File: config.mk
export PLATFORM = sky130hd
export DESIGN_NAME = c3mt_fifo
export DESIGN_NICKNAME = d
export VERILOG_FILES = /design/src/hw/rtl/c3mt_pkg.sv /design/src/hw/rtl/c3mt_fifo.sv
export SDC_FILE = /design/constraint.sdc
export NUM_CORES = 1
export LEC_CHECK = 0
export ABC_AREA = 1
export BUFFER_PORTS_ARGS = -buffer_cell sky130_fd_sc_hd__buf_2
export CORE_UTILIZATION = 30
export DETAILED_ROUTE_END_ITERATION = 16
export GPL_TIMING_DRIVEN = 0
export PLACE_DENSITY = 0.56
export SETUP_SLACK_MARGIN = 0.2
export SKIP_LAST_GASP = 1
export SLEW_MARGIN = 10
export SYNTH_ARGS = -nofsm -noshare
export SYNTH_HDL_FRONTEND = slang
export SYNTH_SLANG_ARGS = --single-unit
File: constraint.sdc
create_clock -name clk_i -period 5.2 [get_ports clk_i]
set_input_delay 0.26 -clock clk_i [delete_from_list [all_inputs] [get_ports clk_i]]
set_output_delay 0.26 -clock clk_i [all_outputs]
set_load 0.01 [all_outputs]
File: src/hw/rtl/c3mt_pkg.sv
// ----------------------------------------------------------------------------
// c3mt_pkg
// Shared widths, codes and types of the multichannel 3x3 convolution tile.
// ----------------------------------------------------------------------------
package c3mt_pkg;

  localparam int DATA_W    = 32;
  localparam int IDX_W     = 5;
  localparam int ROW_OUT_W = 2;
  localparam int COL_OUT_W = 8;
  localparam int APB_AW    = 3;

  localparam logic signed [DATA_W-1:0] SAT_MAX = 32'sh7FFF_FFFF;
  localparam logic signed [DATA_W-1:0] SAT_MIN = 32'sh8000_0000;

  localparam logic REG_BIAS = 1'b0;

  typedef enum logic {
    OP_WEIGHT = 1'b0,
    OP_PIXEL  = 1'b1
  } c3mt_op_e;

  typedef struct packed {
    logic [ROW_OUT_W-1:0] out_row;
    logic [COL_OUT_W-1:0] out_col;
    logic                 tile_last;
  } c3mt_tag_t;

  typedef struct packed {
    logic signed [DATA_W-1:0] sum;
    c3mt_tag_t                tag;
  } c3mt_result_t;

endpackage

File: src/hw/rtl/c3mt_fifo.sv
// ----------------------------------------------------------------------------
// c3mt_fifo
// Result queue between the dot-product pipeline and the output channel.
// The producer reserves space before it starts, so a push never finds it full.
// ----------------------------------------------------------------------------
module c3mt_fifo #(
  parameter int DEPTH = 10
) (
  input  logic                   clk_i,
  input  logic                   rst_ni,
  input  logic                   push_i,
  input  c3mt_pkg::c3mt_result_t data_i,
  output logic                   valid_o,
  input  logic                   ready_i,
  output c3mt_pkg::c3mt_result_t data_o
);

  localparam int PTR_W = (DEPTH > 1) ? $clog2(DEPTH) : 1;
  localparam int CNT_W = $clog2(DEPTH + 1);
  localparam logic [PTR_W-1:0] PTR_LAST = PTR_W'(DEPTH - 1);

  c3mt_pkg::c3mt_result_t mem_q [DEPTH];
  logic [PTR_W-1:0] wr_ptr_q, wr_ptr_d;
  logic [PTR_W-1:0] rd_ptr_q, rd_ptr_d;
  logic [CNT_W-1:0] cnt_q, cnt_d;
  logic             pop;

  assign valid_o = (cnt_q != '0);
  assign pop     = valid_o && ready_i;
  assign data_o  = mem_q[rd_ptr_q];

  always_comb begin
    wr_ptr_d = wr_ptr_q;
    rd_ptr_d = rd_ptr_q;
    if (push_i) begin
      wr_ptr_d = (wr_ptr_q == PTR_LAST) ? '0 : wr_ptr_q + 1'b1;
    end
    if (pop) begin
      rd_ptr_d = (rd_ptr_q == PTR_LAST) ? '0 : rd_ptr_q + 1'b1;
    end
    cnt_d = cnt_q + CNT_W'(push_i) - CNT_W'(pop);
  end

  always_ff @(posedge clk_i or negedge rst_ni) begin
    if (!rst_ni) begin
      wr_ptr_q <= '0;
      rd_ptr_q <= '0;
      cnt_q    <= '0;
    end else begin
      wr_ptr_q <= wr_ptr_d;
      rd_ptr_q <= rd_ptr_d;
      cnt_q    <= cnt_d;
    end
  end

  always_ff @(posedge clk_i) begin
    if (push_i) begin
      mem_q[wr_ptr_q] <= data_i;
    end
  end

endmodule

Yosys cells after proc, flatten, opt, wreduce, memory -nomap -nowiden
Memory sizes are Yosys's and may differ from the RTL's.
Index checks and enable logic that the tools add are counted.
- flip-flop bits (word level): 12
- RAM bits: 430
- output and inout port bits: 44
- word-level logic and storage cells: 16
- memories kept: 1
- memories (memory ; words ; width ; read ports ; clocked after Yosys merged registers in ; write ports ; RTL line ; RTL):
    mem_q ; 10 ; 43 ; 1 ; 0 ; 1 ; c3mt_fifo.sv:22 ; c3mt_pkg::c3mt_result_t mem_q [DEPTH];
- $add $sub $neg: 4
- eq/ne operators: 2
- muxes and demuxes: 4
- reduce and logical (&&, ||, !) cells: 2
- operator list (operator ; number):
    4-bit by 1-bit adder with 4-bit output, second input constant ; 2
    4-bit == test, second input constant ; 2
    4-bit 2-to-1 mux ; 2
    4-bit by 1-bit adder with 4-bit output ; 1
    4-bit nonzero test ; 1
    4-bit by 1-bit subtractor with 4-bit output ; 1
    1-bit 2-to-1 mux ; 2
    1-bit logical AND ; 1

Longest topological paths before layout
Gate-level depths: netlist of the first run.
- depth in word-level cells: 3
- depth in mapped cells: 11
- depth with buffers taken out: 11

Worst setup path before layout of the first run
No wires, ideal clock.
- kind: register -> register
- start: reg wr_ptr_q[2]
- end: mem mem_q[9][0] (netlist name), enable pin
- setup time: 499 ps
- arrival: 3585 ps
- required time: 4701 ps
- path slack: 1116 ps
- stages on the path, launching flop included: 4
- path buffers: 0
- cell sequence: dfrtp_1 inv_1 nand2_1 nor3_1
- RTL lines (item ; RTL line ; RTL):
    from (decl) ; c3mt_fifo.sv:23 ; logic [PTR_W-1:0] wr_ptr_q, wr_ptr_d;
    from (signal assigned) ; c3mt_fifo.sv:50 ; wr_ptr_q <= wr_ptr_d;
    to (decl) ; c3mt_fifo.sv:22 ;
No word-level cell before the write port.

==> results.py, run 1 <==
metrics = {
    "status": {
        "run_status": "completed",
    },
    "yosys": {
        "synth_xor_area_share_pct": 0.2383,
        "yosys.area.top_type_share_pct": 70.28,
        "synth.top_cells.by_area": "sky130_fd_sc_hd__edfxtp_1 70%, sky130_fd_sc_hd__nand2_1 9.4%, sky130_fd_sc_hd__nand3_1 5.1%",
        "ys_warn_count": 0,
        "synth_top_family_by_area": "simple AND/OR/NAND/NOR gates",
        "synth-async-reset-ratio_pct": 2.715,
        "yosys.cell_count.top_type": "sky130_fd_sc_hd__nand2_1",
        "number_of_flops_mapped_to_enable_cells_by_yosys": 430,
        "synthAdderAreaFrac_pct": 0.4494,
        "netlist_area_um2": 18370,
        "synth-simple-area-share_pct": 18.32,
        "postSynthNetCount": 1688,
        "synth_seq_area_share_pct": 71.91,
        "fraction_of_synthesized_area_in_multiplexers_pct": 0,
        "synthesis.instances": 1635,
        "synth.largest_area_cell": "sky130_fd_sc_hd__edfxtp_1",
        "synth_flop_cell": "sky130_fd_sc_hd__edfxtp_1",
        "synth.ff_latch_count": 442,
        "synth_compound_area_share_pct": 2.703,
        "ys_types": 27,
        "syn_avg_cell_area_um2": 11.24,
        "synth_commonest_cells": "458 x sky130_fd_sc_hd__nand2_1, 430 x sky130_fd_sc_hd__edfxtp_1, 189 x sky130_fd_sc_hd__inv_1",
    },
    "timing": {
        "final_hold_viols": 0,
        "worst-slew-pin-transition_ns": 1.110,
        "timing.final.crit_share_pct": 57.58,
        "setup_slack_ns": 2.206,
        "slew_headroom_pct": 25.99,
        "grt_setup_unrepaired": "no",
        "final.min_clock_period_ns": 2.994,
        "timing.fmax_mhz": 334.0,
        "maxSlewViolCount": 0,
        "finalSetupViolations": 0,
        "skew_ns": 0.02917,
    },
    "global_routing": {
        "grt_pass1_wl_um": 74750,
        "antenna_found_initial": 1,
        "grtUsageTotal_pct": 16.15,
        "grt_residual_overflow": 0,
        "via_count_of_the_first_global_routing_pass": 12040,
        "grt_start_max_net_pins": 28,
    },
    "layout": {
        "fraction_of_final_layout_cells_sized_beyond_drive_strength_1_pct": 13.67,
        "area_growth_pct": 20.27,
        "final_cells": 2648,
        "ant_cells": 0,
        "fill_cells": 5738,
        "finalCoreUtilization_pct": 36.54,
        "fin_nets": 1882,
    },
    "clock_network": {
        "cts_tree": "done",
        "max-clock-path-buffers": 3,
        "cts.sink_count": 442,
        "clk_transition_reported_paths_ns": 0.06,
        "clockRootBuffer": "sky130_fd_sc_hd__clkbuf_16",
        "ctsHtreeMaxLevel": 2,
        "cts_setup_buffers": 0,
        "cts_inserted_buffers": 47,
        "clkLatencyLatePin_ns": 0.59,
    },
    "drt": {
        "detail_route.vias_per_cell": 4.616,
        "routed_wire_length_per_instance_um": 18.98,
        "dr_total_vias": 12220,
        "route.met2.wl_um": 24550,
        "wirelength_um": 50260,
        "detail-route-antenna-nets": 0,
        "routed-wl-met3_um": 2911,
        "drc_violation_count_after_routing": 0,
        "sum_of_routed_wire_segments_on_met1_um": 21610,
        "highest_layer": "met5",
        "firstDrtPassIters": 5,
        "initial_drt_markers": 1173,
    },
    "critical_path": {
        "worst-endpoint-arrival_ns": 2.73,
        "critical_path.endpoint_type": "primary output",
        "cp_class": "flop to primary output",
        "timing.critical_path.fanout_max": 10,
        "cp_data_required_time_ns": 4.94,
        "worstSetupStartpointType": "flop",
    },
    "flow_run": {
        "drv.max_cap_violation_count": 0,
    },
    "floorplanning": {
        "core_region_area_um2": 60470,
        "floorplan.rows": 90,
        "chipHeight_um": 249.5,
        "die_width_um": 249.5,
        "initial_core_utilization_pct": 30.38,
        "ioPinCount": 91,
        "die-area_um2": 62240,
    },
    "placement": {
        "worst_slack_at_placement_ns": 2.805,
        "gpl.final_weighted_congestion": 0.7857,
        "port_buffer_count": 90,
        "dp_hpwl_um": 33360,
        "dpl.cell_count": 2531,
    },
    "pwr": {
        "power_per_cell_area_nw_per_um2": 547.1,
        "static_leakage_nw": 8.858,
        "ir_worst_vdd_uv": 280.5,
        "p_total_mw": 12.09,
    },
    "worst_hold_path": {
        "hold_class": "input pin to flop",
    },
}
[cells in the final DEF (no fill, tap or decap), types with 5 or more instances in the layout]
cell                            instances
sky130_fd_sc_hd__buf_1                 10
sky130_fd_sc_hd__buf_12                 5
sky130_fd_sc_hd__buf_16                 9
sky130_fd_sc_hd__buf_2                134
sky130_fd_sc_hd__buf_4                 24
sky130_fd_sc_hd__clkbuf_1              28
sky130_fd_sc_hd__clkbuf_16             48
sky130_fd_sc_hd__clkbuf_8              10
sky130_fd_sc_hd__clkinv_1               6
sky130_fd_sc_hd__dfrtp_1               12
sky130_fd_sc_hd__dlygate4sd3_1         31
sky130_fd_sc_hd__edfxtp_1             430
sky130_fd_sc_hd__ha_1                   5
sky130_fd_sc_hd__inv_1                188
sky130_fd_sc_hd__nand2_1              458
sky130_fd_sc_hd__nand3_1              186
sky130_fd_sc_hd__nand3b_1              10
sky130_fd_sc_hd__nor2_1               155
sky130_fd_sc_hd__nor2_4                 7
sky130_fd_sc_hd__o211ai_1              32
sky130_fd_sc_hd__o21ai_0               47
[sequential cells by signal, indices dropped and copies added (netlist names)]
name,cells
rd_ptr_q,4
mem_q,430
wr_ptr_q,4
cnt_q,4
[stage by stage]
| step | setup TNS [ns] | hold slack (ns) | instance area [µm²] |
|---|---|---|---|
| 3_3_place_gp | -142.03 | 0.1725 | 19800 |
| 3_5_place_dp | 0 | 0.1766 | 20290 |
| 4_1_cts | 0 | 0.00005254 | 22100 |
| 2_1_floorplan | 0 | -0.03559 | 18370 |
| 5_1_grt | 0 | 0.01880 | 22100 |
| 6_report | 0 | 0.01622 | 22100 |
[power breakdown]
| group | switching (mW) | internal, mW |
|---|---|---|
| logic | 3.15 | 1.35 |
| registers | 0.0769 | 4.27 |
| clock network | 1.34 | 1.89 |
| total | 4.58 | 7.51 |
[timing repair]
action / CTS / global route
resized for setup: 0 / 0
hold buffers: 31 / 0
hold endpoints to repair: 270 / 0
[cell families (layout without fill, tap and decap cells)]
group,after synthesis,in the layout
xor+xnor,5,5
compound gates,83,83
buf+inv,277,508
flops,442,442
simple gates,822,822
fa+ha+maj,6,6
[layer usage]
metal	global-route usage, %	vias up
met3	2.461	84
met2	27.74	377
met1	20.78	5912
li1	-	5847
met5	0	-
met4	5.362	2
[path summary, 6_finish.rpt]
kind,from,to,slack (ns),cells after the start
worst min-delay path,data_i[40],mem_q[9][40],0.02,1
worst max register to register,cnt_q[2],cnt_q[2],2.85,11
worst max-delay path,rd_ptr_q[1],data_o[42],2.21,8
min in group asynchronous,rst_ni,rd_ptr_q[1],0.12,2
worst min register to register,wr_ptr_q[0],wr_ptr_q[0],0.59,2
max in group asynchronous,rst_ni,cnt_q[2],4.81,2
[worst max-delay path, stage by stage (launching register included)]
cell and delay (ns):
sky130_fd_sc_hd__dfrtp_1 0.38, sky130_fd_sc_hd__buf_4 0.17, sky130_fd_sc_hd__inv_4 0.13, sky130_fd_sc_hd__clkbuf_1 0.71, sky130_fd_sc_hd__nand3_1 0.16, sky130_fd_sc_hd__nand3b_1 0.13
sky130_fd_sc_hd__nand3_1 0.08, sky130_fd_sc_hd__nand2_1 0.21, sky130_fd_sc_hd__buf_2 0.18
[area by class of cell]
| type | instances | area (µm²) | share of cell area [%] |
|---|---|---|---|
| Clock inverter | 12 | 97.59 | 0.4416 |
| Clock buffer | 74 | 1399 | 6.330 |
| Buffer | 83 | 437.9 | 1.982 |
| Sequential cell | 442 | 13210 | 59.79 |
| Inverter | 194 | 733.2 | 3.318 |
| Timing Repair Buffer | 145 | 1187 | 5.373 |
| Multi-Input combinational cell | 916 | 4053 | 18.34 |
| Tap cell | 782 | 978.4 | 4.428 |
No activity file was read; power rests on OpenSTA's default activity.
==> inputs of run 2 (changes only) <==
Settings changed: ABC_AREA 1 to 0.
Clock period 5.2 ns to 2.93 ns, I/O delays scaled along.
==> run 2 against run 1 <==
Count of clock-buffer cells in the layout down 4. Final area down 1.7%. Register-to-register slack worse by 2.4 ns. Die area down 3.5%. Largest power group is now registers. Highest routed layer unchanged.
==> results.py, run 2 <==
metrics = {
    "clock_network": {
        "clockRootBuffer": "sky130_fd_sc_hd__clkbuf_16",
        "cts.sink_count": 442,
        "cts_inserted_buffers": 47,
        "cts_tree": "done",
        "clk_transition_reported_paths_ns": 0.06,
        "max-clock-path-buffers": 3,
        "ctsHtreeMaxLevel": 2,
        "clkLatencyLatePin_ns": 0.55,
    },
    "yosys": {
        "ys_types": 41,
        "synth.largest_area_cell": "sky130_fd_sc_hd__edfxtp_1",
        "synth_commonest_cells": "430 x sky130_fd_sc_hd__edfxtp_1, 52 x sky130_fd_sc_hd__nor2_1, 48 x sky130_fd_sc_hd__mux2_2, 48 x sky130_fd_sc_hd__nand2_1",
        "netlist_area_um2": 17730,
        "synthesis.instances": 900,
        "yosys.area.top_type_share_pct": 72.84,
        "synth.top_cells.by_area": "sky130_fd_sc_hd__edfxtp_1 73%, sky130_fd_sc_hd__mux4_2 5.5%, sky130_fd_sc_hd__mux2_4 3.4%",
        "number_of_flops_mapped_to_enable_cells_by_yosys": 430,
        "ys_warn_count": 0,
        "synth-async-reset-ratio_pct": 2.715,
        "synth_seq_area_share_pct": 74.53,
        "yosys.cell_count.top_type": "sky130_fd_sc_hd__edfxtp_1",
        "postSynthNetCount": 953,
        "synth_flop_cell": "sky130_fd_sc_hd__edfxtp_1",
        "syn_avg_cell_area_um2": 19.70,
        "synth.ff_latch_count": 442,
    },
    "layout": {
        "area_growth_pct": 22.59,
        "fraction_of_final_layout_cells_sized_beyond_drive_strength_1_pct": 35.83,
        "fin_area_um2": 21730,
        "largest_register_ff_count": 430,
        "registers.top_by_ff_count": "mem_q",
        "finalCoreUtilization_pct": 37.45,
        "mostFrequentLayoutCells": "430 x sky130_fd_sc_hd__edfxtp_1, 97 x sky130_fd_sc_hd__buf_2, 49 x sky130_fd_sc_hd__clkbuf_16",
        "fill_cells": 5378,
        "fin_nets": 1167,
        "most_frequent_standard_cell_in_the_layout_excluding_fill_and_tap_cells": "sky130_fd_sc_hd__edfxtp_1",
        "final_cells": 1916,
    },
    "global_routing": {
        "grt_util_met3_pct": 2.318,
        "antenna_found_initial": 6,
        "grt_residual_overflow": 0,
        "via_count_of_the_first_global_routing_pass": 9361,
        "grt_pass1_wl_um": 60950,
        "grt_most_used_layer": "met2",
        "grt_use_met1_pct": 18.63,
        "gr-usage-met2_pct": 23.16,
        "grtUsageTotal_pct": 13.79,
        "grt_start_max_net_pins": 19,
    },
    "floorplanning": {
        "floorplan.rows": 88,
        "die-area_um2": 60070,
        "initial_core_utilization_pct": 30.55,
        "die_width_um": 245.1,
        "core_region_area_um2": 58030,
        "ioPinCount": 91,
        "chipHeight_um": 245.1,
    },
    "timing": {
        "skew_ns": 0.01881,
        "timing.fmax_mhz": 389.0,
        "worst-slew-pin-transition_ns": 0.9745,
        "slew_headroom_pct": 35.03,
        "maxSlewViolCount": 0,
        "final_hold_viols": 0,
        "timing.final.crit_share_pct": 87.74,
        "final.min_clock_period_ns": 2.571,
        "grt_setup_unrepaired": "yes",
        "finalSetupViolations": 0,
    },
    "drt": {
        "initial_drt_markers": 674,
        "firstDrtPassIters": 5,
        "detail_route.vias_per_cell": 4.659,
        "wirelength_um": 41180,
        "dr_total_vias": 8926,
        "drc_violation_count_after_routing": 0,
        "detail-route-antenna-nets": 0,
        "routed_wire_length_per_instance_um": 21.49,
    },
    "pwr": {
        "static_leakage_nw": 7.321,
        "ir_worst_vdd_uv": 479.6,
        "power_per_cell_area_nw_per_um2": 975.0,
    },
    "worst_hold_path": {
        "hold_class": "input pin to async pin",
    },
    "placement": {
        "dp_hpwl_um": 26700,
        "port_buffer_count": 90,
        "dpl.cell_count": 1784,
        "dpl_cell_area_um2": 19770,
        "gpl.final_weighted_congestion": 0.6986,
    },
    "critical_path": {
        "cp_top_family": "buffers and inverters",
        "crit_path_start": "rd_ptr_q[2]",
        "worst_path_most_repeated_cell": "sky130_fd_sc_hd__buf_2",
        "worstSetupStartpointType": "flop",
        "cp_class": "flop to primary output",
        "reg2regPathDepth": 5,
        "cp_data_required_time_ns": 2.78,
        "path_buf_inv": 3,
        "setup.reg_to_reg.worst_slack_ns": 0.45,
        "critical_path.endpoint_type": "primary output",
        "reg2reg_from": "wr_ptr_q[1]",
        "timing.critical_path.slowest_cell_delay_ns": 0.55,
        "endpoint": "data_o[5]",
        "crit_chain": "buf_2 -> clkbuf_1 -> nor2_1 -> o31ai_2 -> buf_2",
        "slowest_stage_cell_cp": "sky130_fd_sc_hd__clkbuf_1",
        "critical_path.reg2reg.endpoint": "mem_q[1][27]",
        "timing.critical_path.fanout_max": 10,
        "number_of_cells_on_the_critical_path": 5,
        "worst-endpoint-arrival_ns": 2.42,
    },
    "status": {
        "run_status": "completed",
    },
    "flow_run": {
        "drv.max_cap_violation_count": 0,
    },
}
==> run 2: cell families after synthesis <==
kind of cell | count (synthesis) | synth area share, %
DFF | 442 | 74.53
muxes | 173 | 14.57
and+or+nand+nor | 119 | 2.823
AOI/OAI and AO/OA | 93 | 4.898
buffers and inverters | 61 | 2.414
xor gates and xnor gates | 6 | 0.2965
adders and majority gates | 6 | 0.4658
==> run 2: how the worst min path moves through the flow <==
stage / start / endpoint / slack (ns) / cells past startpoint
after floorplan: rst_ni / cnt_q[0] / -0.15 / 0
after global placement: rst_ni / cnt_q[2] / 0.05 / 1
after detailed placement: rst_ni / cnt_q[3] / 0.05 / 1
after CTS: rst_ni / cnt_q[3] / 0.02 / 2
after global routing: rst_ni / cnt_q[3] / 0.06 / 2
final: rst_ni / cnt_q[3] / 0.02 / 2
==> run 2: layout make-up <==
type | count | area, µm² | share of cell area (%)
tap | 765 | 957.2 | 4.405
sequential | 442 | 13210 | 60.80
clock inverter | 15 | 127.6 | 0.5873
clock buffer | 70 | 1345 | 6.190
timing repair buffer | 165 | 1450 | 6.673
antenna | 1 | 2.502 | 0.01152
inverter | 8 | 30.03 | 0.1382
multi-input combinational | 397 | 4187 | 19.27
buffer | 53 | 419.2 | 1.929
==> run 2: layer usage <==
layer / part of all wire (%) / wire, µm / vias up
li1: - / - / 4034
met1: 45 / 18470 / 4645
met2: 49 / 20290 / 184
met3: 4.2 / 1736 / 57
met4: 1.6 / 656 / 6
met5: 0.083 / 34 / -
==> run 2: report_power, final <==
part           leakage (nW)  internal (mW)  total [mW]  switching [mW]
logic                  2.57           3.29        7.59            4.31
clock network         0.718           3.34        5.71            2.36
registers              4.03           7.72        7.89           0.164
total                  7.32           14.4        21.2            6.83
==> run 2: through the flow <==
step,worst slack [ns],total power [mW],hold WS (ns),TNS (ns)
2_1_floorplan,-0.6235,12.90,-0.1491,-124.44
3_3_place_gp,-3.378,15.40,0.04537,-1102.36
3_5_place_dp,0.4336,15.73,0.04757,0
4_1_cts,0.1350,21.54,0.02252,0
5_1_grt,0.1981,22.20,0.05569,0
6_report,0.3593,21.19,0.01948,0
==> run 2: what timing repair did <==
item	in CTS	in global routing
gates resized for setup	9	5
setup buffers	0	0
gates cloned	0	0
setup endpoints to repair	35	18
hold buffers	46	0
endpoints found under the hold margin	448	0
==> inputs of run 3 (changes only) <==
Settings changed: CORE_UTILIZATION 30 to 42, PLACE_DENSITY 0.56 to 0.69.
==> run 3 against run 2 <==
Total power shrank 0.98%. Critical path depth is the same. Maximum frequency shrank 1.5%. Count of clock-buffer cells in the layout shrank 9. Clock skew grew 0.00060 ns. Non-clock buffer count shrank 1. Final area shrank 1.3%. Sequential share of layout area grew 0.83 points. Combinational power shrank 3%. Register-to-register slack lost 0.08 ns. Critical endpoint is now data_o[33].
==> results.py, run 3 (synthesized netlist as in run 2, its figures left out) <==
metrics = {
    "status": {
        "run_status": "completed",
    },
    "critical_path": {
        "path_buf_inv": 3,
        "worst-endpoint-arrival_ns": 2.46,
        "worst_path_most_repeated_cell": "sky130_fd_sc_hd__buf_2",
        "cp_top_family": "buffers and inverters",
        "reg2reg_from": "wr_ptr_q[1]",
        "slowest_stage_cell_cp": "sky130_fd_sc_hd__buf_1",
        "critical_path.endpoint_type": "primary output",
        "worstSetupStartpointType": "flop",
        "cp_class": "flop to primary output",
        "setup.reg_to_reg.worst_slack_ns": 0.37,
        "timing.critical_path.slowest_cell_delay_ns": 0.58,
        "timing.critical_path.fanout_max": 10,
        "crit_chain": "buf_2 -> buf_1 -> nor2_1 -> o31ai_2 -> buf_2",
        "crit_path_start": "rd_ptr_q[2]",
        "cp_data_required_time_ns": 2.78,
    },
    "timing": {
        "finalSetupViolations": 0,
        "worst-slew-pin-transition_ns": 0.9156,
        "final.min_clock_period_ns": 2.611,
        "timing.fmax_mhz": 383.0,
        "setup_slack_ns": 0.3191,
        "final_hold_viols": 0,
        "maxSlewViolCount": 0,
        "grt_setup_unrepaired": "no",
        "timing.final.crit_share_pct": 89.11,
        "slew_headroom_pct": 38.70,
        "skew_ns": 0.01941,
    },
    "drt": {
        "detail_route.vias_per_cell": 5.275,
        "drc_violation_count_after_routing": 0,
        "detail-route-antenna-nets": 0,
        "dr_total_vias": 8868,
        "route.met2.wl_um": 18990,
        "firstDrtPassIters": 5,
        "initial_drt_markers": 604,
        "wirelength_um": 37570,
        "routed_wire_length_per_instance_um": 22.35,
        "sum_of_routed_wire_segments_on_met1_um": 16410,
        "routed-wl-met3_um": 1544,
        "highest_layer": "met4",
    },
    "floorplanning": {
        "initial_core_utilization_pct": 43.02,
        "core_region_area_um2": 41200,
        "floorplan.rows": 74,
        "die-area_um2": 43030,
        "ioPinCount": 91,
        "die_width_um": 207.4,
        "chipHeight_um": 207.4,
    },
    "pwr": {
        "ir_worst_vdd_uv": 678.3,
        "power_per_cell_area_nw_per_um2": 978.6,
        "comb_power_share_pct": 35.3,
        "switching_share_pct": 31.42,
        "power.share.sequential_pct": 37.6,
        "net_switching_power_mw": 6.592,
        "share_clk_of_total_power_pct": 27.1,
        "p_int_mw": 14.39,
        "p_total_mw": 20.98,
        "static_leakage_nw": 7.318,
    },
    "layout": {
        "fill_cells": 3270,
        "most_frequent_standard_cell_in_the_layout_excluding_fill_and_tap_cells": "sky130_fd_sc_hd__edfxtp_1",
        "area_growth_pct": 20.93,
        "finalCoreUtilization_pct": 52.03,
        "fraction_of_final_layout_cells_sized_beyond_drive_strength_1_pct": 35.45,
        "mostFrequentLayoutCells": "430 x sky130_fd_sc_hd__edfxtp_1, 99 x sky130_fd_sc_hd__buf_2, 48 x sky130_fd_sc_hd__mux2_2",
        "largest_register_ff_count": 430,
        "registers.top_by_ff_count": "mem_q",
        "fin_nets": 1164,
        "final_cells": 1681,
    },
    "global_routing": {
        "via_count_of_the_first_global_routing_pass": 9422,
        "grt_start_max_net_pins": 18,
        "antenna_found_initial": 1,
        "grt_residual_overflow": 0,
        "grt_pass1_wl_um": 56990,
        "grtUsageTotal_pct": 17.62,
    },
    "placement": {
        "dp_hpwl_um": 24360,
        "port_buffer_count": 90,
        "gpl.final_weighted_congestion": 0.7394,
        "dpl.cell_count": 1548,
        "worst_slack_at_placement_ns": 0.3254,
    },
    "flow_run": {
        "drv.max_cap_violation_count": 0,
    },
    "clock_network": {
        "clockRootBuffer": "sky130_fd_sc_hd__clkbuf_16",
        "cts_inserted_buffers": 45,
        "cts.sink_count": 442,
        "max-clock-path-buffers": 3,
        "clkLatencyLatePin_ns": 0.55,
        "cts_tree": "done",
        "ctsHtreeMaxLevel": 2,
        "clk_transition_reported_paths_ns": 0.06,
    },
    "worst_hold_path": {
        "hold_class": "input pin to async pin",
    },
}
==> run 3: cell count changes in the layout (fill, tap and decap cells not counted), moves of 3 or more <==
cell and delta:
sky130_fd_sc_hd__buf_6 -3, sky130_fd_sc_hd__buf_16 +4, sky130_fd_sc_hd__clkbuf_1 -3, sky130_fd_sc_hd__clkbuf_8 -4
sky130_fd_sc_hd__bufinv_16 +3, sky130_fd_sc_hd__buf_12 -4, sky130_fd_sc_hd__clkinv_1 +4
==> run 3: area by class of cell <==
cell class	count	area, µm²	share of cell area (%)
sequential	442	13210	61.63
multi-input combinational	397	4187	19.53
timing repair buffer	164	1461	6.817
clock buffer	61	1229	5.731
tap	532	665.6	3.105
buffer	53	411.6	1.920
clock inverter	23	239.0	1.115
inverter	8	30.03	0.1401
antenna	1	2.502	0.01167
==> run 3: final timing paths <==
path                                     end  cells past startpoint
worst max-delay path              data_o[33]                      5
worst min-delay path                cnt_q[1]                      2
worst max register to register  mem_q[3][16]                      5
worst min register to register   wr_ptr_q[0]                      1
max in group asynchronous        rd_ptr_q[0]                      2
min in group clk_i               wr_ptr_q[0]                      3
==> run 3: through the flow <==
stage          TNS, ns  hold WS [ns]  cell area (µm²)
2_1_floorplan  -124.44       -0.1491            17750
3_3_place_gp   -985.83       0.03684            18860
3_5_place_dp         0       0.04284            19480
4_1_cts              0      0.006335            21410
5_1_grt              0       0.03968            21440
6_report             0       0.02270            21440
==> run 3: per-layer routing <==
layer  global-route usage (%)  vias to the layer above
met1                    23.26                     4579
met2                    30.43                      208
met3                    2.890                       52
met4                    4.323                        0
li1                         -                     4029
met5                        0                        -
==> run 3: power by group through the flow <==
stage	sequential, mW	combinational (mW)	clock, mW
finish	7.90	7.40	5.68
global route	7.94	7.97	6.05
CTS	7.90	7.56	5.78
detailed placement	8.03	7.48	0
global placement	8.09	7.04	0
floorplan	8.01	4.89	0
==> run 3: what timing repair did <==
| action | CTS | global route |
|---|---|---|
| pin swaps | 0 | 1 |
| gates resized for setup | 4 | 9 |
| setup buffers | 0 | 2 |
| hold buffers | 46 | 0 |
| setup endpoints to repair | 9 | 23 |
| endpoints found under the hold margin | 448 | 0 |
